--- src/hdl/lbmq_pkg.sv ---
package lbmq_pkg;

  localparam int unsigned QueueDepthDefault = 8;
  localparam logic [7:0]  TickPeriodReset   = 8'd10;

  typedef enum logic [0:0] {
    FUNC_TICK = 1'b0,
    FUNC_PUSH = 1'b1
  } func_e;

  // static part of a queued message
  typedef struct packed {
    logic [14:0]        half_period;
    logic signed [15:0] blinks;
    logic [14:0]        gap;
  } msg_t;

endpackage

--- src/hdl/led_blink_message_queue.sv ---
// LED blink-code sequencer with a queue of up to QUEUE_DEPTH messages.
// Input channel (in_valid_i/in_ready_o): func_i selects a timer tick or a push
// of a message (half_period_i, blink_count_i, gap_after_i). Every transfer
// yields exactly one result on the output channel (out_valid_o/out_ready_i):
// the LED level, the queue fill and a flag for a push refused on a full queue.
// Configuration: one write channel (cfg_valid_i/cfg_ready_o) loads the tick
// period in ms; it is always ready and should be written only while idle.
// The result of a transfer is presented in the next cycle. Throughput is
// one item per cycle while the receiver takes results.
// The head message lives in registers; the rest sit in a RAM whose
// registered read port always prefetches the slot after the head, so a pop
// reloads the head in the same cycle.
// When the receiver stalls, the pending result holds and in_ready_o drops
// until it is taken. Reset empties the queue, clears any gap, drives the LED
// low and sets the tick period to 10 ms.
module led_blink_message_queue import lbmq_pkg::*; #(
  parameter int unsigned QUEUE_DEPTH = QueueDepthDefault
) (
  input  logic               clk_i,
  input  logic               rst_ni,
  input  logic               cfg_valid_i,
  output logic               cfg_ready_o,
  input  logic [7:0]         cfg_tick_period_i,
  input  logic               in_valid_i,
  output logic               in_ready_o,
  input  logic               func_i,
  input  logic [14:0]        half_period_i,
  input  logic signed [15:0] blink_count_i,
  input  logic [14:0]        gap_after_i,
  output logic               out_valid_o,
  input  logic               out_ready_i,
  output logic               led_on_o,
  output logic [3:0]         queued_o,
  output logic               push_dropped_o
);

  localparam int unsigned PtrW = $clog2(QUEUE_DEPTH);
  localparam int unsigned CntW = $clog2(QUEUE_DEPTH + 1);

  function automatic logic [PtrW-1:0] inc_ptr(input logic [PtrW-1:0] p);
    inc_ptr = (p == PtrW'(QUEUE_DEPTH - 1)) ? '0 : p + 1'b1;
  endfunction

  logic [7:0]         tick_q;
  logic [PtrW-1:0]    head_q, head_d, tail_q, tail_d;
  logic [CntW-1:0]    count_q, count_d;
  logic signed [16:0] gap_q, gap_d;
  logic               led_q, led_d;
  logic               ov_q, ov_d;
  logic               drop_q, drop_d;

  // head message
  logic [14:0]        h_period_q, h_period_d;
  logic signed [16:0] h_time_q, h_time_d;
  logic signed [15:0] h_blinks_q, h_blinks_d;
  logic [14:0]        h_gap_q, h_gap_d;
  logic               h_level_q, h_level_d;

  logic               accept;
  logic               ram_we;
  logic [PtrW-1:0]    ram_raddr;
  msg_t               push_msg, next_msg;
  logic signed [16:0] tick_s;
  logic signed [15:0] blinks_dec;

  assign accept      = in_valid_i & in_ready_o;
  assign in_ready_o  = ~ov_q | out_ready_i;
  assign cfg_ready_o = 1'b1;
  assign tick_s      = signed'({9'd0, tick_q});
  assign blinks_dec  = h_blinks_q - 16'sd1;

  assign push_msg.half_period = half_period_i;
  assign push_msg.blinks      = blink_count_i;
  assign push_msg.gap         = gap_after_i;

  lbmq_ram #(
    .Width($bits(msg_t)),
    .Depth(QUEUE_DEPTH)
  ) u_ram (
    .clk_i  (clk_i),
    .we_i   (ram_we),
    .waddr_i(tail_q),
    .wdata_i(push_msg),
    .raddr_i(ram_raddr),
    .rdata_o(next_msg)
  );

  always_comb begin
    logic do_pop;
    do_pop     = 1'b0;
    head_d     = head_q;
    tail_d     = tail_q;
    count_d    = count_q;
    gap_d      = gap_q;
    led_d      = led_q;
    drop_d     = drop_q;
    h_period_d = h_period_q;
    h_time_d   = h_time_q;
    h_blinks_d = h_blinks_q;
    h_gap_d    = h_gap_q;
    h_level_d  = h_level_q;
    ram_we     = 1'b0;
    ram_raddr  = inc_ptr(head_q);
    if (accept) begin
      drop_d = 1'b0;
      case (func_e'(func_i))
        FUNC_PUSH: begin
          if (count_q == CntW'(QUEUE_DEPTH)) begin
            drop_d = 1'b1;
          end else begin
            ram_we  = 1'b1;
            tail_d  = inc_ptr(tail_q);
            count_d = count_q + 1'b1;
            if (count_q == '0) begin
              h_period_d = half_period_i;
              h_time_d   = signed'({2'b00, half_period_i});
              h_blinks_d = blink_count_i;
              h_gap_d    = gap_after_i;
              h_level_d  = 1'b1;
            end
          end
        end
        FUNC_TICK: begin
          if (gap_q > 17'sd0) begin
            gap_d = gap_q - tick_s;
          end else if (count_q != '0) begin
            led_d = h_level_q;
            if (h_time_q > 17'sd0) begin
              h_time_d = h_time_q - tick_s;
            end else begin
              h_time_d  = signed'({2'b00, h_period_q});
              h_level_d = ~h_level_q;
              if (!h_level_q) begin
                // back to high: one blink done
                if (h_blinks_q < 16'sd0) begin
                  do_pop = (count_q > CntW'(1));
                end else begin
                  h_blinks_d = blinks_dec;
                  do_pop     = (blinks_dec <= 16'sd0);
                end
              end
            end
          end
        end
        default: begin
        end
      endcase
      if (do_pop) begin
        gap_d      = signed'({2'b00, h_gap_q});
        head_d     = inc_ptr(head_q);
        count_d    = count_q - 1'b1;
        ram_raddr  = inc_ptr(inc_ptr(head_q));
        h_period_d = next_msg.half_period;
        h_time_d   = signed'({2'b00, next_msg.half_period});
        h_blinks_d = next_msg.blinks;
        h_gap_d    = next_msg.gap;
        h_level_d  = 1'b1;
      end
    end
  end

  always_comb begin
    ov_d = ov_q;
    if (accept) begin
      ov_d = 1'b1;
    end else if (out_ready_i) begin
      ov_d = 1'b0;
    end
  end

  always_ff @(posedge clk_i or negedge rst_ni) begin
    if (!rst_ni) begin
      tick_q  <= TickPeriodReset;
      head_q  <= '0;
      tail_q  <= '0;
      count_q <= '0;
      gap_q   <= '0;
      led_q   <= 1'b0;
      ov_q    <= 1'b0;
      drop_q  <= 1'b0;
    end else begin
      if (cfg_valid_i) begin
        tick_q <= cfg_tick_period_i;
      end
      head_q  <= head_d;
      tail_q  <= tail_d;
      count_q <= count_d;
      gap_q   <= gap_d;
      led_q   <= led_d;
      ov_q    <= ov_d;
      drop_q  <= drop_d;
    end
  end

  always_ff @(posedge clk_i) begin
    h_period_q <= h_period_d;
    h_time_q   <= h_time_d;
    h_blinks_q <= h_blinks_d;
    h_gap_q    <= h_gap_d;
    h_level_q  <= h_level_d;
  end

  assign out_valid_o    = ov_q;
  assign led_on_o       = led_q;
  assign queued_o       = 4'(count_q);
  assign push_dropped_o = drop_q;

endmodule

--- src/hdl/lbmq_ram.sv ---
module lbmq_ram import lbmq_pkg::*; #(
  parameter int unsigned Width = $bits(msg_t),
  parameter int unsigned Depth = QueueDepthDefault
) (
  input  logic                     clk_i,
  input  logic                     we_i,
  input  logic [$clog2(Depth)-1:0] waddr_i,
  input  logic [Width-1:0]         wdata_i,
  input  logic [$clog2(Depth)-1:0] raddr_i,
  output logic [Width-1:0]         rdata_o
);

  logic [Width-1:0] mem_q [Depth];
  logic [Width-1:0] rdata_q;

  always_ff @(posedge clk_i) begin
    if (we_i) begin
      mem_q[waddr_i] <= wdata_i;
    end
    // write-first on a same-address collision
    if (we_i && (waddr_i == raddr_i)) begin
      rdata_q <= wdata_i;
    end else begin
      rdata_q <= mem_q[raddr_i];
    end
  end

  assign rdata_o = rdata_q;

endmodule
--- config.mk ---
export PLATFORM = sky130hd
export DESIGN_NAME = led_blink_message_queue
export DESIGN_NICKNAME = d
export VERILOG_FILES = /design/src/hdl/lbmq_pkg.sv /design/src/hdl/led_blink_message_queue.sv /design/src/hdl/lbmq_ram.sv
export SDC_FILE = /design/constraint.sdc
export NUM_CORES = 1
export LEC_CHECK = 0
export ABC_AREA = 1
export BUFFER_PORTS_ARGS = -buffer_cell sky130_fd_sc_hd__buf_4
export CORE_MARGIN = 8
export CORE_UTILIZATION = 57
export CTS_CLUSTER_DIAMETER = 200
export CTS_CLUSTER_SIZE = 16
export DETAILED_ROUTE_END_ITERATION = 8
export PLACE_DENSITY_LB_ADDON = 0.05
export SLEW_MARGIN = 20
export SYNTH_ARGS = -nofsm -noshare
export SYNTH_HDL_FRONTEND = slang
export SYNTH_SLANG_ARGS = --single-unit
export TNS_END_PERCENT = 1
--- constraint.sdc ---
create_clock -name clk_i -period 4.2 [get_ports clk_i]
set_clock_uncertainty 0.1 [all_clocks]
set_input_delay 0 -clock clk_i [delete_from_list [all_inputs] [get_ports clk_i]]
set_output_delay 0 -clock clk_i [all_outputs]
set_load 0.1 [all_outputs]
==> insert_results.sql <==
INSERT INTO impl_metrics (metric_group, metric, value, unit) VALUES
('critical_path', 'timing.critical_path.mode_cell', 'sky130_fd_sc_hd__nand2_1', ''),
('synth', 'number_of_enable_type_register_cells_in_the_synthesized_netlist', '432', ''),
('sta', 'setup_viol', '0', ''),
('synth', 'post_synth.cell_area_avg', '10.9', 'um2'),
('routing', 'dr.pass1.iters', '5', ''),
('power_and_ir_drop', 'cell_internal_pwr', '8.29', 'mW'),
('die', 'chipWidth', '208', 'um'),
('place', 'place.port_buffers', '67', ''),
('die', 'fp-row-count', '70', ''),
('sta', 'hold_viol_final', '0', ''),
('clock_tree', 'root_buffer', 'sky130_fd_sc_hd__clkbuf_16', ''),
('sta', 'finalCritPeriodShare', '0.763', ''),
('global_route', 'grt_antenna_before_repair', '0', ''),
('sta', 'max_slew_margin', '0.291', ''),
('routing', 'drc', '0', ''),
('synth', 'top_flip_flop_cell_by_instance_count_after_synthesis', 'sky130_fd_sc_hd__edfxtp_1', ''),
('layout', 'final.fill_count', '2770', ''),
('critical_path', 'crit_path_cell_trace', 'inv_1 > ha_1 > nand2_2 > nor2_4 > nand2_1 > nand2_1 > nand2_1 > nor2_1 > nand2_1 > nor2_1 > nand2_1 > nand2_1 > buf_4 > nand2_1 > nand2_1 > inv_2 > nor2_2 > buf_4', ''),
('die', 'design.portCount', '69', ''),
('synth', 'syn_area', '0.0209', 'mm2'),
('synth', 'yosysUniqueCellTypes', '45', ''),
('critical_path', 'crit_required', '4.30', 'ns'),
('power_and_ir_drop', 'vdd_drop_max', '396', 'uV'),
('min_path', 'hold_path_startpoint', 'blink_count_i[10]', ''),
('sta', 'timing.final.max_slew_violations', '0', ''),
('layout', 'register_area', '0.0140', 'mm2'),
('critical_path', 'crit_path_top_delay_cell', 'sky130_fd_sc_hd__edfxtp_1', ''),
('power_and_ir_drop', 'power_frac_clock', '0.245', ''),
('routing', 'avgViaCountPerCell', '5.77', ''),
('place', 'place_congestion', '0.890', ''),
('die', 'core_area', '0.0363', 'mm2'),
('sta', 'transition_at_the_pin_with_the_smallest_max_transition_slack', '1.06', 'ns'),
('synth', 'ys_seq_area_frac', '0.669', ''),
('clock_tree', 'cts_max_path_buffers', '3', ''),
('synth', 'syn-num-nets', '2009', ''),
('global_route', 'overflow', '0', ''),
('clock_tree', 'post_cts.repair.setup_buffers', '0', ''),
('clock_tree', 'cts.sinks', '473', ''),
('status', 'status', 'finished clean', ''),
('critical_path', 'critPathArrivalTime', '3.31', 'ns'),
('die', 'dieHeight', '208', 'um'),
('power_and_ir_drop', 'pwr-share-comb', '0.293', ''),
('clock_tree', 'numCtsBuffers', '35', ''),
('global_route', 'use_met2', '0.355', ''),
('critical_path', 'crit_start', 'h_blinks_q[0]', ''),
('layout', 'multi_input_comb_area', '0.00616', 'mm2'),
('global_route', 'wire_length_of_the_first_global_routing_pass', '78000', 'um'),
('sta', 'clock.fmax', '0.312', 'GHz'),
('die', 'floorplan.die_area', '0.0431', 'mm2'),
('layout', 'instances_no_fill', '2501', ''),
('critical_path', 'ff2ff_setup_slack', '0.99', 'ns'),
('critical_path', 'r2r-start', 'h_blinks_q[0]', ''),
('layout', 'final_nets', '2116', ''),
('power_and_ir_drop', 'sw_frac_of_total', '0.336', ''),
('critical_path', 'critPathKind', 'reg2reg', ''),
('routing', 'finalWirelength', '49300', 'um'),
('global_route', 'grt_max_degree', '185', ''),
('critical_path', 'cp-start-kind', 'register', ''),
('global_route', 'total_routing_usage_reported_by_global_routing', '0.228', ''),
('routing', 'drt_iter0_drc', '1372', ''),
('synth', 'ys_async_sr_fraction', '0.0803', ''),
('layout', 'antenna_cells_inserted', '0', ''),
('sta', 'layout_min_cycle_time', '3.21', 'ns'),
('global_route', 'grt.busiest_layer', 'met2', ''),
('die', 'start_util', '0.575', ''),
('sta', 'rsz0062_at_grt', 'no', ''),
('global_route', 'use_met1', '0.332', ''),
('clock_tree', 'tritoncts', 'built', ''),
('layout', 'fin_util', '0.649', ''),
('layout', 'syn_to_final_growth', '12.9', '%'),
('synth', 'yosys_reg_bits', '473', '');
[power groups by stage]
stage	Clock (mW)	Combinational [mW]	Sequential, mW
final	3.06	3.66	5.78
after global routing	3.27	4.08	5.82
after CTS	3.12	3.66	5.77
after detailed placement	0	3.57	5.87
after global placement	0	3.52	5.87
after floorplan	0	2.42	5.99
[layout make-up]
cell class	instances	area share
flip-flops and latches	473	0.593
clock inverters	3	0.00159
repair buffers	174	0.0660
inverters	97	0.0156
well taps	468	0.0248
clock buffers	39	0.0378
multi-input cells	1247	0.261
[state kept, by name, indices dropped and copies added (netlist names), named ones only]
register / flops
h_time_q: 17
push_dropped_o: 1
h_blinks_q: 16
h_gap_q: 15
gap_q: 17
u_ram.mem_q: 368
h_period_q: 15
head_q: 3
tick_q: 8
led_on_o: 1
queued_o: 4
out_valid_o: 1
h_level_q: 1
tail_q: 3
[what timing repair did]
action | 4_1_cts | 5_1_grt
hold buffers | 76 | 0
resized for setup | 0 | 0
endpoints found under the hold margin | 479 | 0
[cells by family (layout without fill, tap and decap cells)]
group | after synthesis | after routing | share of synthesized area
buffers and inverters | 201 | 313 | 0.0390
flip-flops | 473 | 473 | 0.669
adder cells (fa/ha/maj) | 28 | 28 | 0.0175
other | 1 | 1 | 0.000179
AO/OA/AOI/OAI | 365 | 365 | 0.103
AND/OR/NAND/NOR | 830 | 830 | 0.162
XOR/XNOR | 22 | 22 | 0.00922
multiplexers | 1 | 1 | 0.000539
[cells in the final DEF, fill, tap and decap left out, types with 2 or more instances in the layout]
master,n
sky130_fd_sc_hd__nand2_1,524
sky130_fd_sc_hd__edfxtp_1,432
sky130_fd_sc_hd__o21ai_0,188
sky130_fd_sc_hd__nor2_1,159
sky130_fd_sc_hd__buf_4,94
sky130_fd_sc_hd__inv_1,91
sky130_fd_sc_hd__nand3_1,79
sky130_fd_sc_hd__dlygate4sd3_1,75
sky130_fd_sc_hd__a21oi_1,64
sky130_fd_sc_hd__o22ai_1,48
sky130_fd_sc_hd__a32o_1,45
sky130_fd_sc_hd__dfrtp_1,36
sky130_fd_sc_hd__clkbuf_16,35
sky130_fd_sc_hd__nand4_1,27
sky130_fd_sc_hd__ha_1,26
sky130_fd_sc_hd__xor2_1,16
sky130_fd_sc_hd__nor2_4,10
sky130_fd_sc_hd__nor3_1,8
sky130_fd_sc_hd__o21ai_1,7
sky130_fd_sc_hd__xnor2_1,6
sky130_fd_sc_hd__nand3b_1,5
sky130_fd_sc_hd__buf_12,5
sky130_fd_sc_hd__nor4_1,4
sky130_fd_sc_hd__inv_2,4
sky130_fd_sc_hd__or2_2,4
sky130_fd_sc_hd__clkbuf_1,4
sky130_fd_sc_hd__nor2_2,3
sky130_fd_sc_hd__nand2_2,3
sky130_fd_sc_hd__o211ai_1,3
sky130_fd_sc_hd__and2_1,2
sky130_fd_sc_hd__inv_4,2
sky130_fd_sc_hd__a21boi_0,2
sky130_fd_sc_hd__o21bai_1,2
sky130_fd_sc_hd__fa_1,2
sky130_fd_sc_hd__inv_6,2
sky130_fd_sc_hd__dfstp_2,2
[synthesized netlist by cell type, types with 3 or more instances]
cell type and number:
sky130_fd_sc_hd__nand2_1 524, sky130_fd_sc_hd__buf_6 5, sky130_fd_sc_hd__buf_2 13, sky130_fd_sc_hd__xnor2_1 6, sky130_fd_sc_hd__o21ai_0 189, sky130_fd_sc_hd__clkbuf_1 80
sky130_fd_sc_hd__dfxtp_1 3, sky130_fd_sc_hd__edfxtp_1 432, sky130_fd_sc_hd__or2_2 4, sky130_fd_sc_hd__buf_1 4, sky130_fd_sc_hd__o211ai_1 3, sky130_fd_sc_hd__nor4_1 4
sky130_fd_sc_hd__nand3_1 79, sky130_fd_sc_hd__o22ai_1 48, sky130_fd_sc_hd__ha_1 26, sky130_fd_sc_hd__a21oi_1 64, sky130_fd_sc_hd__dfrtp_1 36, sky130_fd_sc_hd__nor3_1 8
sky130_fd_sc_hd__nor2_1 168, sky130_fd_sc_hd__o21ai_1 6, sky130_fd_sc_hd__nand4_1 27, sky130_fd_sc_hd__nand2_2 3, sky130_fd_sc_hd__inv_2 3, sky130_fd_sc_hd__xor2_1 16
sky130_fd_sc_hd__a32o_1 45, sky130_fd_sc_hd__inv_1 94, sky130_fd_sc_hd__nand3b_1 5
[metal layers]
metal,wire [um],vias to the layer above,part of all wire
li1,-,6950,-
met1,23100,7013,0.47
met2,22400,403,0.45
met3,2960,56,0.060
met4,862,0,0.017
met5,0,-,0
[worst max-delay path, delay by kind of cell (launching register included)]
family / cells / cell delay, ns
adder cells (fa/ha/maj): 1 / 0.26
flip-flops: 1 / 0.39
AND/OR/NAND/NOR: 13 / 1.16
buffers and inverters: 4 / 0.92
[per-stage QoR]
step | area [um2] | setup TNS (ns) | total power, mW | hold slack (ns)
floorplan | 20900 | -140.52 | 8.41 | -0.396
global placement | 21900 | 0 | 9.38 | -0.0933
detailed placement | 21900 | 0 | 9.45 | -0.0985
CTS | 23600 | 0 | 12.5 | 0.0966
global route | 23600 | 0 | 13.2 | 0.114
finish | 23600 | 0 | 12.5 | 0.117
[worst paths after layout]
check | to | cells after the start
worst max-delay path | h_period_q[11] | 18
worst max register to register | h_period_q[11] | 18
min in group asynchronous | tick_q[1] | 3
max in group asynchronous | head_q[1] | 4
worst min register to register | gap_q[16] | 2
worst min-delay path | u_ram.mem_q[5][25] | 2
No activity file was read; power rests on OpenSTA's default activity.
